## src/hdl/swerm_pkg.sv

```systemverilog
package swerm_pkg;

   // ring size used when the top level is not overridden
   localparam int RING_DEPTH_DEF = 1024;

   // field widths fixed by the interface
   localparam int NOW_W  = 48;
   localparam int MIN_W  = 6;
   localparam int RATE_W = 11;
   localparam int SPAN_W = 32;
   localparam int DEN_W  = MIN_W + 1;

   // register indexes on the csr port
   localparam logic [1:0] CSR_WIN_A = 2'd0;
   localparam logic [1:0] CSR_WIN_B = 2'd1;
   localparam logic [1:0] CSR_WIN_C = 2'd2;
   localparam logic [1:0] CSR_KEEP  = 2'd3;

   // reset values of the registers
   localparam logic [MIN_W-1:0] WIN_A_RST = 6'd1;
   localparam logic [MIN_W-1:0] WIN_B_RST = 6'd3;
   localparam logic [MIN_W-1:0] WIN_C_RST = 6'd5;
   localparam logic [MIN_W-1:0] KEEP_RST  = 6'd5;

   localparam logic [SPAN_W-1:0] US_PER_MINUTE = 32'd60000000;

   // minutes to microseconds (63 minutes still fits 32 bits)
   function automatic logic [SPAN_W-1:0] span_of(input logic [MIN_W-1:0] minutes);
      return SPAN_W'(minutes) * US_PER_MINUTE;
   endfunction

   // a zero window counts as one minute
   function automatic logic [MIN_W-1:0] win_eff(input logic [MIN_W-1:0] minutes);
      return (minutes == '0) ? MIN_W'(1) : minutes;
   endfunction

endpackage

```

## src/hdl/swerm_div.sv

```systemverilog
module swerm_div #(
   parameter int NW = 19
) (
   input  logic                          clock,
   input  logic                          reset,
   input  logic                          start,
   input  logic [NW-1:0]                 num,
   input  logic [swerm_pkg::DEN_W-1:0]   den,
   output logic                          done,
   output logic [NW-1:0]                 quot
);
   import swerm_pkg::*;

   localparam int CNT_W = $clog2(NW + 1);

   logic [DEN_W-1:0] rem_ff;
   logic [NW-1:0]    dvd_ff;
   logic [DEN_W-1:0] den_ff;
   logic [CNT_W-1:0] cnt_ff;
   logic             busy_ff;
   logic             done_ff;
   logic [DEN_W:0]   trial;
   logic             fits;

   // restoring division, one quotient bit per cycle
   assign trial = {rem_ff, dvd_ff[NW-1]};
   assign fits  = (trial >= {1'b0, den_ff});

   always_ff @(posedge clock) begin
      if (reset) begin
         busy_ff <= 1'b0;
         done_ff <= 1'b0;
         cnt_ff  <= '0;
      end else begin
         done_ff <= 1'b0;
         if (start) begin
            busy_ff <= 1'b1;
            cnt_ff  <= CNT_W'(NW);
            rem_ff  <= '0;
            dvd_ff  <= num;
            den_ff  <= den;
         end else if (busy_ff) begin
            rem_ff <= fits ? DEN_W'(trial - {1'b0, den_ff}) : trial[DEN_W-1:0];
            dvd_ff <= {dvd_ff[NW-2:0], fits};
            cnt_ff <= cnt_ff - CNT_W'(1);
            if (cnt_ff == CNT_W'(1)) begin
               busy_ff <= 1'b0;
               done_ff <= 1'b1;
            end
         end
      end
   end

   assign done = done_ff;
   assign quot = dvd_ff;

endmodule

```

## config.mk

```make
export PLATFORM = sky130hd
export DESIGN_NAME = swerm_div
export DESIGN_NICKNAME = d
export VERILOG_FILES = /design/src/hdl/swerm_pkg.sv /design/src/hdl/swerm_div.sv
export SDC_FILE = /design/constraint.sdc
export NUM_CORES = 1
export LEC_CHECK = 0
export BUFFER_PORTS_ARGS = -buffer_cell sky130_fd_sc_hd__buf_2
export CAP_MARGIN = 20
export CORE_ASPECT_RATIO = 0.5
export CORE_MARGIN = 2
export CORE_UTILIZATION = 48
export CTS_BUF_LIST = sky130_fd_sc_hd__clkbuf_16
export CTS_CLUSTER_DIAMETER = 40
export DETAILED_ROUTE_END_ITERATION = 6
export MAX_ROUTING_LAYER = met4
export PLACE_DENSITY = 0.76
export SLEW_MARGIN = 0
export SYNTH_ARGS = -nofsm -noshare
export SYNTH_HDL_FRONTEND = slang
export SYNTH_SLANG_ARGS = --single-unit
```

## constraint.sdc

```tcl
create_clock -name clock -period 2.2 [get_ports clock]
set_input_delay 0.33 -clock clock [delete_from_list [all_inputs] [get_ports clock]]
set_output_delay 0.33 -clock clock [all_outputs]
set_load 0.01 [all_outputs]
```

==> impl_metrics.json <==
{
  "run_status": "finished clean",
  "peak_vdd_ir_mv": 0.409,
  "cts.root.buffer_cell": "clkbuf_16",
  "total_number_of_vias": 1449,
  "final_hold_viol_count": 0,
  "yosys_most_used_dff": "edfxtp_1",
  "boundaryPins": 49,
  "timing_worst_slew_pin_value_ns": 0.665,
  "fp.dieH_um": 49.9,
  "placed_area_um2": 2340,
  "gr-total-overflow": 0,
  "postSynthAreaPerCell_um2": 12.4,
  "layout-area-overhead-vs-synth_pct": 23.0,
  "h-tree-depth": 2,
  "chipWidth_um": 95.8,
  "path_cells": "inv_1 -> ha_1 -> fa_2 -> nand2b_2 -> o2bb2ai_2 -> a31oi_4 -> nor3_1 -> a211oi_1",
  "viasPerCell": 5.35,
  "grt_pass1_wl_um": 6420,
  "setup_viol_count_final": 0,
  "rows": 16,
  "critPathCaptureType": "flip-flop",
  "numPortBuffers": 48,
  "yosys-top-cells-count": "33 x edfxtp_1, 19 x mux2_2, 14 x inv_1",
  "postSynth.asyncResetShare_pct": 0,
  "maxClockFrequency_ghz": 0.468,
  "fp.coreArea_um2": 3980,
  "postLayoutCoreUtil_pct": 62.5,
  "worst-path-max-fanout": 7,
  "vias_in_the_first_global_route": 1390,
  "clock_insertion_delay_worst_skew_ns": 0.27,
  "worstRegToRegCells": 8,
  "synthesis.instances": 163,
  "critPathArrivalTime_ns": 2.24,
  "worstHoldStart": "den[6]",
  "layout_worst_path_cycle_share_pct": 97.0,
  "worst_path_max_delay_cell": "edfxtp_1",
  "detail_route.drc_violations": 0,
  "syn_area_um2": 2020,
  "wl_um": 3830,
  "antenna_left": 0,
  "hold_slack_ns": 0.228,
  "cts.sink_count": 40,
  "synth_seq_cells": 40,
  "critical_path.max_stage_delay_ns": 0.36,
  "antenna_found_initial": 0,
  "average_wire_per_cell_in_the_routed_design_um": 14.1,
  "cts-root-to-sink-buffers": 2,
  "cts.clk_slew.worst_paths_ns": 0.06,
  "synth-warning-count": 0,
  "worst_slew_margin_rel_pct": 55.5,
  "finalCriticalPeriod_ns": 2.13,
  "first_pass_iters": 5,
  "worstPathRequired_ns": 2.30,
  "place_inst": 263,
  "grt_max_degree": 20,
  "cap_violations": 0,
  "timing_worst_setup_path_type": "reg2reg",
  "critical_path.startpoint": "quot[18]",
  "leakagePower_uw": 0.00101,
  "finalNetCount": 255,
  "stdcell_count": 271,
  "setup.worst_path.start_class": "flip-flop",
  "synth.yosys.seq_area_share_pct": 55.9,
  "power_density_nw_per_um2": 791,
  "synth_top_cells_by_area": "edfxtp_1 49%, mux2_2 11%, dfxtp_1 6.9%, ha_1 5.6%, a21oi_1 2.7%",
  "r2r-start": "quot[18]",
  "synth.top_cell.area_share_pct": 48.9,
  "hp-class": "in2reg",
  "initial_utilization_pct": 50.8,
  "post-synth-top-count-cell": "edfxtp_1",
  "report.final.slew_viol_count": 0,
  "cts_made_buffers": 5,
  "detailedRoute.firstIterationViolations": 55,
  "fin_total_pwr_uw": 1970,
  "clock_tree_from_tritoncts": "built",
  "hold_depth": 1,
  "postSynthNetCount": 202,
  "grt_use_total_pct": 18.3,
  "drive_gt1_share_pct": 40.6,
  "clock-skew-final_ns": 0.00323,
  "place_congestion": 0.837,
  "floorplan.die_area_um2": 4780,
  "antenna_cells_inserted": 0,
  "synth.lib_cells_used.distinct": 39,
  "post_cts_setup_driven_buffer_insertion_count": 0,
  "yosysTopAreaCell": "edfxtp_1",
  "post-dp-hpwl_um": 2760,
  "synth_edf_count": 33,
  "final_cell_area_um2": 2490
}
[worst paths after layout]
path / end / slack, ns
setup reg to reg: rem_ff[1] / 0.07
setup / recovery: rem_ff[1] / 0.07
hold / removal: den_ff[6] / 0.23
hold reg to reg: quot[12] / 0.57
[metal layers]
metal / up-vias / GRT usage, % / share of wire, %
li1: 712 / - / -
met1: 685 / 23.5 / 45
met2: 45 / 29.1 / 49
met3: 7 / 4.13 / 4.5
met4: 0 / 5.48 / 1.1
met5: - / - / 0
[area by class of cell]
class	count	area, um2
multi-input combinational	103	832
clock inverter	3	11.3
fill	317	1490
timing repair buffer	52	270
clock buffer	5	125
sequential	40	1130
inverter	14	52.6
tap	54	67.6
[cell families (layout without fill, tap and decap cells)]
logic type	Yosys count	in the layout	share of synthesized area, %
simple gates	33	33	8.78
buf+inv	20	74	4.02
fa+ha+maj	10	10	6.55
xor+xnor	6	6	2.60
compound gates	33	33	10.6
mux	21	21	11.6
flops	40	40	55.9
[registers in the layout, indices dropped and copies added, names as in the netlist]
register / cells
quot: 19
den_ff: 7
rem_ff: 7
cnt_ff: 5
busy_ff: 1
done: 1
[report_power, final]
group | total (uW) | internal, uW | switching [uW]
clock | 660 | 407 | 253
sequential | 923 | 891 | 31.7
combinational | 386 | 180 | 207
total | 1970 | 1480 | 492
[through the flow]
step	setup WS, ns	setup TNS, ns
finish	0.0651	0
global route	-0.0173	-0.0173
CTS	0.0517	0
detailed placement	-0.0191	-0.0191
global placement	0.109	0
floorplan	0.160	0
[what timing repair did]
action,CTS,global route
hold buffers,0,0
resized for setup,1,4
pin swaps,0,2
setup endpoints to repair,1,4
gates cloned,0,0
[critical path, delay by kind of cell, from the launching register on]
family / cells / cell delay (ns)
buf+inv: 1 / 0.05
compound gates: 3 / 0.68
fa+ha+maj: 2 / 0.57
simple gates: 2 / 0.30
flops: 1 / 0.36
[layout by cell type, fill, tap and decap left out, types with 2 or more instances in the layout]
cell	instances
nor3b_1	2
nand3_1	5
dfxtp_1	7
a211oi_1	3
edfxtp_1	33
o21ai_1	2
nor2_1	7
ha_1	9
nor2b_1	2
clkbuf_16	5
xnor2_1	5
a21oi_1	11
mux2_2	19
inv_1	16
nand2_1	3
nor4b_1	2
nor3_1	5
o21ai_0	6
buf_2	48
buf_4	4
No activity file was read; power rests on OpenSTA's default activity.
